### src/rtl/assert_macros.svh
// Assertion macros shared by the shuffler RTL.
`ifndef ASSERT_MACROS_SVH
`define ASSERT_MACROS_SVH

// Same-cycle implication, disabled while reset is held.
`define SPS_ASSERT_IMP(label, clk, rst_n, ante, cons, msg) \
  label: assert property (@(posedge clk) disable iff (!rst_n) (ante) |-> (cons)) \
    else $error(msg);

// Next-cycle implication, disabled while reset is held.
`define SPS_ASSERT_NXT(label, clk, rst_n, ante, cons, msg) \
  label: assert property (@(posedge clk) disable iff (!rst_n) (ante) |=> (cons)) \
    else $error(msg);

`endif

### src/rtl/sps_pkg.sv
// Types and constants of the seeded permutation shuffler.
package sps_pkg;

  // Field and port widths.
  localparam int SEED_W      = 64;
  localparam int COUNT_W     = 13;
  localparam int POS_W       = 12;
  localparam int ELEM_W      = 12;
  localparam int STAT_W      = 2;
  localparam int CFG_IDX_W   = 2;
  localparam int IN_TDATA_W  = 16;
  localparam int OUT_TDATA_W = 16;

  // Configuration register indexes.
  localparam logic [CFG_IDX_W-1:0] REG_SEED  = 2'd0;
  localparam logic [CFG_IDX_W-1:0] REG_COUNT = 2'd1;

  // SplitMix64 constants.
  localparam logic [63:0] GOLDEN_STEP = 64'h9e3779b97f4a7c15;
  localparam logic [63:0] MIX_MUL_A   = 64'hbf58476d1ce4e5b9;
  localparam logic [63:0] MIX_MUL_B   = 64'h94d049bb133111eb;
  localparam int          MIX_SH_A    = 30;
  localparam int          MIX_SH_B    = 27;
  localparam int          MIX_SH_C    = 31;

  // Item kinds.
  typedef enum logic {
    OP_START = 1'b0,
    OP_READ  = 1'b1
  } op_t;

  // Result status codes.
  typedef enum logic [STAT_W-1:0] {
    ST_OK           = 2'd0,
    ST_RANGE        = 2'd1,
    ST_NOT_SHUFFLED = 2'd2
  } status_t;

  // Sequencer states.
  typedef enum logic [3:0] {
    S_IDLE,
    S_FILL,
    S_FLOOR,
    S_FLOOR_W,
    S_GEN,
    S_MIX1,
    S_MIX1_W,
    S_MIX2,
    S_MIX2_W,
    S_CHECK,
    S_MOD_W,
    S_SWAP_RD,
    S_SWAP_WA,
    S_SWAP_WB,
    S_RESP
  } state_t;

endpackage

### src/rtl/sps_mul.sv
// Iterative 64x64 multiplier giving the low 64 product bits from one 32x32 multiplier.
`include "assert_macros.svh"
module sps_mul import sps_pkg::*; (
  input  logic        clk,
  input  logic        rst_n,
  input  logic        start,
  input  logic [63:0] a,
  input  logic [63:0] b,
  output logic        busy,
  output logic        done,
  output logic [63:0] prod
);

  localparam logic [1:0] STEP_LL = 2'd0;
  localparam logic [1:0] STEP_LH = 2'd1;
  localparam logic [1:0] STEP_HL = 2'd2;
  localparam logic [1:0] STEP_FIN = 2'd3;

  logic        busy_r, busy_nxt;
  logic        done_r, done_nxt;
  logic [1:0]  step_r, step_nxt;
  logic [63:0] a_r, b_r;
  logic [63:0] p_r, p_nxt;
  logic [63:0] acc_r, acc_nxt;
  logic [31:0] op_x, op_y;

  // Operand selection for the shared 32x32 multiplier.
  always_comb begin
    case (step_r)
      STEP_LL: begin
        op_x = a_r[31:0];
        op_y = b_r[31:0];
      end
      STEP_LH: begin
        op_x = a_r[31:0];
        op_y = b_r[63:32];
      end
      STEP_HL: begin
        op_x = a_r[63:32];
        op_y = b_r[31:0];
      end
      default: begin
        op_x = '0;
        op_y = '0;
      end
    endcase
  end

  // Registered partial product, accumulated one step later.
  always_comb begin
    p_nxt    = op_x * op_y;
    acc_nxt  = acc_r;
    busy_nxt = busy_r;
    done_nxt = 1'b0;
    step_nxt = step_r;
    if (start) begin
      busy_nxt = 1'b1;
      step_nxt = STEP_LL;
    end else if (busy_r) begin
      step_nxt = step_r + 2'd1;
      case (step_r)
        STEP_LH: acc_nxt = p_r;
        STEP_HL: acc_nxt[63:32] = acc_r[63:32] + p_r[31:0];
        STEP_FIN: begin
          acc_nxt[63:32] = acc_r[63:32] + p_r[31:0];
          busy_nxt       = 1'b0;
          done_nxt       = 1'b1;
        end
        default: acc_nxt = acc_r;
      endcase
    end
  end

  always_ff @(posedge clk) begin
    if (!rst_n) begin
      busy_r <= 1'b0;
      done_r <= 1'b0;
      step_r <= STEP_LL;
    end else begin
      busy_r <= busy_nxt;
      done_r <= done_nxt;
      step_r <= step_nxt;
    end
  end

  always_ff @(posedge clk) begin
    if (start) begin
      a_r <= a;
      b_r <= b;
    end
    p_r   <= p_nxt;
    acc_r <= acc_nxt;
  end

  assign busy = busy_r;
  assign done = done_r;
  assign prod = acc_r;

  `SPS_ASSERT_IMP(a_mul_done_after_busy, clk, rst_n, done_r, $past(busy_r), "product done without a running multiply")

endmodule

### config.mk
export PLATFORM = sky130hd
export DESIGN_NAME = sps_mul
export DESIGN_NICKNAME = d
export VERILOG_FILES = /design/src/rtl/sps_pkg.sv /design/src/rtl/sps_mul.sv
export VERILOG_INCLUDE_DIRS = /design/src /design/src/rtl
export SDC_FILE = /design/constraint.sdc
export NUM_CORES = 2
export LEC_CHECK = 0
export ABC_AREA = 1
export BUFFER_PORTS_ARGS = -buffer_cell sky130_fd_sc_hd__buf_2
export CAP_MARGIN = 0
export CORE_MARGIN = 2
export CORE_UTILIZATION = 55
export CTS_CLUSTER_SIZE = 28
export DETAILED_ROUTE_END_ITERATION = 8
export GPL_TIMING_DRIVEN = 0
export PLACE_DENSITY = 0.75
export SLEW_MARGIN = 25
export SYNTH_ARGS = -nofsm -noshare
export SYNTH_HDL_FRONTEND = slang
export SYNTH_SLANG_ARGS = --single-unit
### constraint.sdc
create_clock -name clk -period 7 [get_ports clk]
set_input_delay 1.05 -clock clk [delete_from_list [all_inputs] [get_ports clk]]
set_output_delay 1.05 -clock clk [all_outputs]
set_load 0.005 [all_outputs]
==> run metrics <==
Starting DRT DRC Count=4375; Avg Inst Size Synth=8.40 µm²; Seq/Total Area, Yosys=between 15 and 20%; Yosys Warn Count=0; TritonCTS Buffers=28; Worst R2R Start=step_r[1]; Layout area overhead=17.0%; DRT Wirelength=between 150000 and 200000 µm; Mapped Cells=approximately 5400; CTS tree=built; CTS H-tree depth=1; DR vias=a little under 40000; DRC=0; dpl cells=6672; largest fanout on the critical path=10; vias in the first global route=approximately 39000; WL per Instance=between 20 and 30 µm; final setup fails=50; Final Hold Fails=0; Final Max Tran Viols=0; Critical path buffers and inverters=10; Die Span Y=291 µm; first-pass GRT wire length=~270000 µm; cell type with the largest total area after synthesis=fa_1; input/output buffers=196; Top Ports=197; Reg clk slew, reported paths=about 70 ps; max frequency=125 MHz; core area=81800 µm²; top_reg_cell synth=edfxtp_1; Post-Synthesis Net Count=between 6000 and 7000; vias per cell=~5.7; Final Net Count=between 7000 and 8000; crit path kind=flip-flop to flip-flop; antenna violations before repair=18; routability cong.=approximately 1.1; Initial Util=between 50% and 60%; post-synth cell types=42; CTS Buffer Depth=3; unrepaired setup endpoints after global routing=true; reg2reg path depth=35; max_slew headroom=52.0%; worst setup margin=-974 ps; 1st-pass router iterations=8; HP Start=p_r[27]; failing checks=negative setup slack; Multi-input gate area=~34000 µm²; R2R Setup Slk=-970 ps; Final period util=114%; CP Capture Type=flip-flop; CTS root buf=clkbuf_16; # clock sinks=260; share of layout cells above drive strength 1=17.7%; std cell rows=105; FF-to-FF End=p_r[62]; pin count of the biggest net entering global routing=88; slowest library cell on the worst path=fa_2; crit-path most repeated cell=nand2_1; Die ar.=84800 µm²; aggregate global routing overflow=0; Hold WC Path Type=flip-flop to flip-flop; fin crit period=between 7000 and 8000 ps; delay-heaviest family, CP=adder cells; Yosys top cell area share=approximately two fifths; cell depth of the worst min-delay path=0; non-filler cells in the finished layout=between 6000 and 7000; Die Wd=291 µm; Skew-Pair Late Insertion Delay=~590 ps; max-cap violations=0; Worst Tran Pin Value=between 700 and 800 ps; GRT Total Usage=44.4%; fill cell count=~6800; status=complete, but fails checks; number of flops mapped to enable cells by yosys=approximately 190; Startpoint Class=flip-flop; #FFs+latches synth=between 200 and 300; Worst path max stage delay=710 ps; worst path required time=around 7500 ps; final hold slack=about 440 ps; Post-Syn Area=roughly 45000 µm²; Arrival @ worst endpoint=around 8400 ps; clk_skew=~36 ps; Hold Path Sink=prod[27]; Sequential Area=between 7000 and 8000 µm²; antenna-violating nets left=0; Detail Placement HPWL=145000 µm; top cells by area, synth=fa_1, edfxtp_1, nand2_1; Synth async-reset ratio=0%
==> sequential cells by signal (all words and copies together), names as in the netlist <==
name,cells
step_r,2
prod,64
done,1
b_r,64
busy,1
p_r,64
a_r,64
==> cell type report <==
cell class | count | share of cell area (%)
well taps | 1070 | 2.52
plain buffers | 182 | 3.34
clock inverters | 14 | 0.198
flip-flops and latches | 260 | 13.4
repair buffers | 401 | 5.90
inverters | 1319 | 9.42
multi-input cells | 3641 | 63.6
clock buffers | 38 | 1.51
diodes | 8 | 0.0377
==> cells by family after synthesis <==
logic type / share of synthesized area [%]
AOI/OAI and AO/OA: 2.98
adders and majority gates: 47.8
DFF: 15.7
and+or+nand+nor: 19.4
xor gates and xnor gates: 0.965
buffers and inverters: 13.2
==> synth_stat cells, types with 2 or more instances <==
cell	n
nand2_1	1342
inv_1	1294
fa_1	897
nor2_1	715
ha_1	298
edfxtp_1	192
buf_2	126
nand3_1	91
a21oi_1	73
dfxtp_1	68
buf_4	40
xor2_1	32
inv_2	24
nor3_1	18
xnor2_1	18
o21ai_0	17
nand4_1	15
nor2_4	14
o21bai_1	13
a21oi_4	12
a22oi_4	12
a22oi_2	11
a21oi_2	10
clkbuf_1	10
a22oi_1	9
nor2_2	9
nand2_2	8
buf_6	6
nor3_2	6
nand3b_1	5
a31oi_1	2
nand3_2	2
nor4_1	2
o21ai_1	2
o21ai_2	2
==> worst register-to-register path, delay by kind of cell (launching register included) <==
family,cells,cell delay [ps]
adders and majority gates,10,4980
buffers and inverters,10,1240
and+or+nand+nor,13,1100
DFF,1,350
AOI/OAI and AO/OA,2,240
==> cell usage in the layout (no fill, tap or decap), drive strengths merged, types with 5 or more instances in the layout <==
master	synthesis	layout
dfxtp	68	68
nand3	93	93
nand3b	5	5
o21ai	21	21
clkbuf	10	53
nor2	738	738
a22oi	32	32
o21bai	13	13
xnor2	18	18
nor3	25	25
a21oi	95	95
edfxtp	192	192
inv	1318	1322
buf	172	567
clkinv	1	7
diode	0	8
xor2	32	32
ha	298	298
nand4	15	15
fa	897	897
nand2	1350	1350
==> layer usage <==
| metal | global-route usage, % | vias up | wire, µm |
|---|---|---|---|
| li1 | - | 16500 | - |
| met1 | 55.0 | 19100 | 65900 |
| met2 | 64.1 | 2805 | 76600 |
| met3 | 19.0 | 741 | 27500 |
| met4 | 27.9 | 18 | 16500 |
| met5 | 0 | - | 275 |
==> how the worst max path moves through the flow <==
| stage | slack, ps | start | to | depth (start not counted) |
|---|---|---|---|---|
| floorplan | -3 | step_r[0] | p_r[42] | 31 |
| global route | -1060 | step_r[1] | p_r[62] | 35 |
| CTS | -740 | step_r[0] | p_r[62] | 35 |
| global placement | -2870 | step_r[0] | p_r[45] | 29 |
| finish | -970 | step_r[1] | p_r[62] | 35 |
| detailed placement | -2550 | step_r[0] | p_r[45] | 29 |
==> through the flow <==
step / instance area (µm²) / utilization [%] / worst slack, ps / setup TNS (ps)
final: 53100 / 64.8 / -974 / -37810
after floorplan: 45500 / - / -2.85 / -7.18
after global placement: 47800 / 58.4 / -2870 / -121210
after detailed placement: 47900 / 58.5 / -2550 / -104880
after global routing: 53100 / 64.8 / -1060 / -42770
after CTS: 52300 / 63.9 / -742 / -27400
==> timing repair <==
action	in CTS	in global routing
gates cloned	1	0
hold buffers	0	0
gates resized for setup	496	125
setup endpoints to repair	55	54
pin swaps	123	54
setup buffers	167	34
Power is not shown: default switching activity piles up to over one toggle a cycle in this logic, so the estimate is an artifact.
