`config.mk`:
```
export PLATFORM = sky130hd
export DESIGN_NAME = sps_rem
export DESIGN_NICKNAME = d
export VERILOG_FILES = /design/src/rtl/sps_pkg.sv /design/src/rtl/sps_rem.sv
export VERILOG_INCLUDE_DIRS = /design/src /design/src/rtl
export SDC_FILE = /design/constraint.sdc
export NUM_CORES = 1
export LEC_CHECK = 0
export BUFFER_PORTS_ARGS = -buffer_cell sky130_fd_sc_hd__buf_2
export CAP_MARGIN = 15
export CORE_MARGIN = 1
export CORE_UTILIZATION = 60
export DETAILED_ROUTE_END_ITERATION = 8
export GPL_TIMING_DRIVEN = 0
export PLACE_DENSITY = 0.86
export SLEW_MARGIN = 20
export SYNTH_ARGS = -nofsm -noshare
export SYNTH_HDL_FRONTEND = slang
export SYNTH_SLANG_ARGS = --single-unit
```
`constraint.sdc`:
```
create_clock -name clk -period 6.7 [get_ports clk]
set_input_delay 1.34 -clock clk [delete_from_list [all_inputs] [get_ports clk]]
set_output_delay 1.34 -clock clk [all_outputs]
set_load 0.1 [all_outputs]
```
`src/rtl/assert_macros.svh`:
```
// Assertion macros shared by the shuffler RTL.
`ifndef ASSERT_MACROS_SVH
`define ASSERT_MACROS_SVH

// Same-cycle implication, disabled while reset is held.
`define SPS_ASSERT_IMP(label, clk, rst_n, ante, cons, msg) \
  label: assert property (@(posedge clk) disable iff (!rst_n) (ante) |-> (cons)) \
    else $error(msg);

// Next-cycle implication, disabled while reset is held.
`define SPS_ASSERT_NXT(label, clk, rst_n, ante, cons, msg) \
  label: assert property (@(posedge clk) disable iff (!rst_n) (ante) |=> (cons)) \
    else $error(msg);

`endif

```
`src/rtl/sps_pkg.sv`:
```
// Types and constants of the seeded permutation shuffler.
package sps_pkg;

  // Field and port widths.
  localparam int SEED_W      = 64;
  localparam int COUNT_W     = 13;
  localparam int POS_W       = 12;
  localparam int ELEM_W      = 12;
  localparam int STAT_W      = 2;
  localparam int CFG_IDX_W   = 2;
  localparam int IN_TDATA_W  = 16;
  localparam int OUT_TDATA_W = 16;

  // Configuration register indexes.
  localparam logic [CFG_IDX_W-1:0] REG_SEED  = 2'd0;
  localparam logic [CFG_IDX_W-1:0] REG_COUNT = 2'd1;

  // SplitMix64 constants.
  localparam logic [63:0] GOLDEN_STEP = 64'h9e3779b97f4a7c15;
  localparam logic [63:0] MIX_MUL_A   = 64'hbf58476d1ce4e5b9;
  localparam logic [63:0] MIX_MUL_B   = 64'h94d049bb133111eb;
  localparam int          MIX_SH_A    = 30;
  localparam int          MIX_SH_B    = 27;
  localparam int          MIX_SH_C    = 31;

  // Item kinds.
  typedef enum logic {
    OP_START = 1'b0,
    OP_READ  = 1'b1
  } op_t;

  // Result status codes.
  typedef enum logic [STAT_W-1:0] {
    ST_OK           = 2'd0,
    ST_RANGE        = 2'd1,
    ST_NOT_SHUFFLED = 2'd2
  } status_t;

  // Sequencer states.
  typedef enum logic [3:0] {
    S_IDLE,
    S_FILL,
    S_FLOOR,
    S_FLOOR_W,
    S_GEN,
    S_MIX1,
    S_MIX1_W,
    S_MIX2,
    S_MIX2_W,
    S_CHECK,
    S_MOD_W,
    S_SWAP_RD,
    S_SWAP_WA,
    S_SWAP_WB,
    S_RESP
  } state_t;

endpackage

```
`src/rtl/sps_rem.sv`:
```
// Bit-serial remainder unit: 64-bit dividend modulo a narrow divisor, one bit a cycle.
`include "assert_macros.svh"
module sps_rem import sps_pkg::*; #(
  parameter int DW = 13
) (
  input  logic          clk,
  input  logic          rst_n,
  input  logic          start,
  input  logic [63:0]   dividend,
  input  logic [DW-1:0] divisor,
  output logic          busy,
  output logic          done,
  output logic [DW-1:0] rem
);

  localparam int STEPS = 64;
  localparam int CNT_W = $clog2(STEPS + 1);

  logic             busy_r, busy_nxt;
  logic             done_r, done_nxt;
  logic [CNT_W-1:0] cnt_r, cnt_nxt;
  logic [63:0]      q_r, q_nxt;
  logic [DW-1:0]    rem_r, rem_nxt;
  logic [DW-1:0]    d_r;
  logic [DW:0]      trial;
  logic [DW:0]      diff;

  // One restoring step: shift in the next dividend bit, subtract if it fits.
  always_comb begin
    trial    = {rem_r, q_r[63]};
    diff     = trial - {1'b0, d_r};
    busy_nxt = busy_r;
    done_nxt = 1'b0;
    cnt_nxt  = cnt_r;
    q_nxt    = q_r;
    rem_nxt  = rem_r;
    if (start) begin
      busy_nxt = 1'b1;
      cnt_nxt  = CNT_W'(STEPS);
      q_nxt    = dividend;
      rem_nxt  = '0;
    end else if (busy_r) begin
      q_nxt   = {q_r[62:0], 1'b0};
      rem_nxt = (trial >= {1'b0, d_r}) ? diff[DW-1:0] : trial[DW-1:0];
      cnt_nxt = cnt_r - CNT_W'(1);
      if (cnt_r == CNT_W'(1)) begin
        busy_nxt = 1'b0;
        done_nxt = 1'b1;
      end
    end
  end

  always_ff @(posedge clk) begin
    if (!rst_n) begin
      busy_r <= 1'b0;
      done_r <= 1'b0;
      cnt_r  <= '0;
    end else begin
      busy_r <= busy_nxt;
      done_r <= done_nxt;
      cnt_r  <= cnt_nxt;
    end
  end

  always_ff @(posedge clk) begin
    if (start) begin
      d_r <= divisor;
    end
    q_r   <= q_nxt;
    rem_r <= rem_nxt;
  end

  assign busy = busy_r;
  assign done = done_r;
  assign rem  = rem_r;

  `SPS_ASSERT_IMP(a_rem_below_divisor, clk, rst_n, done_r, rem_r < d_r, "remainder not below divisor")

endmodule

```
==> impl_results.md <==
* Status: complete, no violations
* Crit path to: q_r[25]$_DFFE_PP_
* Reg power frac at 0.527
* HP Class: reg -> reg
* Layout cells sized above 1 at 0.372
* Core box area at 7810 um^2
* Final setup TNS at 0 ns
* Number of enable flip-flop cells after synthesis at 77
* Logic pwr share at 0.231
* Yosys top cell area share at 0.472
* CTS root buf: clkbuf_8
* Post-synth cell types at 54
* NumNets Final at 589
* Chip width at 92.3 um
* Initial antenna violation count at 0
* CP peak stage delay at 0.75 ns
* Clk_lat worst skew at 0.35 ns
* Clk pwr share at 0.241
* CP cell instances: buf_2, clkbuf_1, clkbuf_1, or2_4
* I/O pin cnt at 95
* CP Launch Type: primary input
* Diode count at 0
* Crit-path slowest cell: or2_4
* Clock-pin slew on the worst setup and hold paths at 0.09 ns
* Total track usage at 0.224
* Via/cell ratio at 5.68
* Worst path most repeated cell: clkbuf_1
* Main flop type after synthesis: edfxtp_1
* H-tree Lvls at 3
* Worst setup margin at 3.33 ns
* Final period utilization at 0.503
* Largest net degree at the start of global routing at 65
* # fillers at 567
* Clk sink count at 99
* Max IR drop VDD at 0.169 mV
* Largest area contributor in the netlist: edfxtp_1
* Final wirelength at 9.42 mm
* Worst reg2reg path depth at 10
* Max_slew headroom at 0.433
* Peak Freq at 0.297 GHz
* Syn_nets at 484
* Placer Congestion at 0.819
* Met1 GRT Util at 0.282
* GR peak layer: met2
* Gr ovfl total at 0
* RSZ-0062 raised after global routing: no
* Final Hold Fails at 0
* Seq/Total Area, Yosys at 0.562
* Yosys warns at 0
* Number of global-route vias before repair at 3240
* First-pass GRT wire length at 14.9 mm
* Num CTS Buffers at 9
* Worst R2R Start: q_r[63]$_DFFE_PP_
* Clock Tree Buf Depth at 2
* Post-CTS Resized at 0
* Hold_buf cts at 0
* Switch Pwr at 0.433 mW
* Mapped cell area at 4900 um^2
* Worst R2R End: rem[9]$_SDFFE_PP0P_
* Crit. Startpoint: start
* Layout overhead on the synthesized area at 15.8%
* Hpwl dp at 6.77 mm
* Iter 0 DRT Violations at 209
* Max-cap violations at 0
* Hold path cells at 2
* Met3 Track Usage GR at 0.0452
* Power Density at 253 nW/um^2
* WL per Instance at 15.7 um
* Internal Dissipation at 1.00 mW
* Post-Syn Instances at 388
* Max Slew Vio Count at 0
* Pre-antenna DRT Iters at 5
* Placement Rows at 32
* Mean Syn Cell Area at 12.6 um^2
* Antenna viol nets, final at 0
* Post-DP Area at 5500 um^2
* Kind of critical path: in -> reg
* Sum of buffers and inverters on the critical path at 3
* Critical Path Sink Type: flip-flop
* Count leader, synth: edfxtp_1
* Synthesized flop and latch total at 99
* Leak pwr at 2.29 nW
* CP required at 6.67 ns
* CP top delay family: buffers and inverters
* Arr. time, crit path at 3.34 ns
* Top cells by count, synth: edfxtp_1, mux2_2, nor2_1, dfxtp_1, nand2_1
* Die height at 92.3 um
* Port bufs at 94
* R2R setup slack at 4.24 ns
* Via count at 3401
* TritonCTS clock tree: built
* Least-Margin Pin Slew at 0.851 ns
* Sw Ratio at 0.302
* Setup Fix Bufs, Post-CTS at 0
* CP Depth at 4
* Final setup viols at 0
* Total power at 1.44 mW
* Place WS at 2.92 ns
* Die area at 8520 um^2
* Met2 GRT Util at 0.392
* Synth top area cells: edfxtp_1, mux2_2, dfxtp_1
* Finished Cell Area at 5670 um^2
* Post-synth ARST share at 0
* Post-layout min period at 3.37 ns
* Clock skew at 0.00817 ns
* DRC at 0
* Initial core utilization at 0.627
* Worst hold slack at 0.503 ns
* Critical path peak fanout at 64
[through the flow]
stage	util	std cells
6_report	0.726	599
4_1_cts	0.726	599
5_1_grt	0.726	599
3_3_place_gp	0.704	584
2_1_floorplan	-	388
3_5_place_dp	0.704	584
[power by group through the flow]
stage	registers [mW]	logic (mW)	clock network, mW
2_1_floorplan	0.821	0.197	0
4_1_cts	0.758	0.331	0.355
5_1_grt	0.764	0.359	0.373
3_3_place_gp	0.770	0.317	0
3_5_place_dp	0.771	0.329	0
6_report	0.758	0.333	0.346
[worst min-delay path, cell delays in order (launching register included)]
cell and delay (ns):
dfxtp_1 0.33, nor2_1 0.08, a211oi_1 0.05
[worst min path at each step]
stage / endpoint / slack, ns / from
final: cnt_r[1]$_SDFFE_PP0P_ / 0.50 / cnt_r[1]$_SDFFE_PP0P_
after global routing: rem[4]$_SDFFE_PP0P_ / 0.55 / rem[3]$_SDFFE_PP0P_
after CTS: cnt_r[1]$_SDFFE_PP0P_ / 0.50 / cnt_r[1]$_SDFFE_PP0P_
after detailed placement: cnt_r[1]$_SDFFE_PP0P_ / 0.49 / cnt_r[1]$_SDFFE_PP0P_
after global placement: cnt_r[1]$_SDFFE_PP0P_ / 0.48 / cnt_r[1]$_SDFFE_PP0P_
after floorplan: cnt_r[1]$_SDFFE_PP0P_ / 0.47 / cnt_r[1]$_SDFFE_PP0P_
[state kept, by name (all words and copies together) (netlist names)]
signal,flops
rem,13
done,1
d_r,13
busy,1
cnt_r,7
q_r,64
[per-layer routing]
layer,vias to the layer above,part of all wire
li1,1649,-
met1,1649,0.43
met2,95,0.51
met3,8,0.049
met4,0,0.0097
met5,-,0
[cell families after synthesis]
kind of cell	count (synthesis)	synth area share
flops	99	0.562
fa+ha+maj	16	0.0424
simple gates	98	0.0984
mux	69	0.157
compound gates	58	0.0866
buf+inv	37	0.0332
xor+xnor	11	0.0197
[cell type report]
type / instances / area [um^2] / share of cell area
buffer: 19 / 95.1 / 0.0168
clock buffer: 9 / 124 / 0.0218
clock inverter: 6 / 48.8 / 0.00861
inverter: 18 / 67.6 / 0.0119
multi-input combinational: 252 / 1980 / 0.350
sequential: 99 / 2750 / 0.486
tap: 102 / 128 / 0.0225
timing repair buffer: 94 / 470 / 0.0830
[placed cells by master, fill, tap and decap left out, drive strengths merged, types with 2 or more instances in the layout]
cell type	Yosys	routed
o21ai	6	6
nor4	3	3
o21a	4	4
mux2i	5	5
nand3	4	4
a21o	3	3
a211oi	7	7
nor3	6	6
buf	8	102
and4	3	3
clkbuf	11	20
o2111ai	2	2
o31ai	3	3
o211ai	3	3
dfxtp	22	22
or2	2	2
a21oi	14	14
ha	15	15
xor2	3	3
a211o	2	2
nor2	34	34
o31a	2	2
edfxtp	77	77
xnor2	8	8
nand2b	6	6
mux2	64	64
inv	18	22
a311oi	6	6
nor2b	7	7
nand4	3	3
nand2	22	22
No activity file was read; power rests on OpenSTA's default activity.
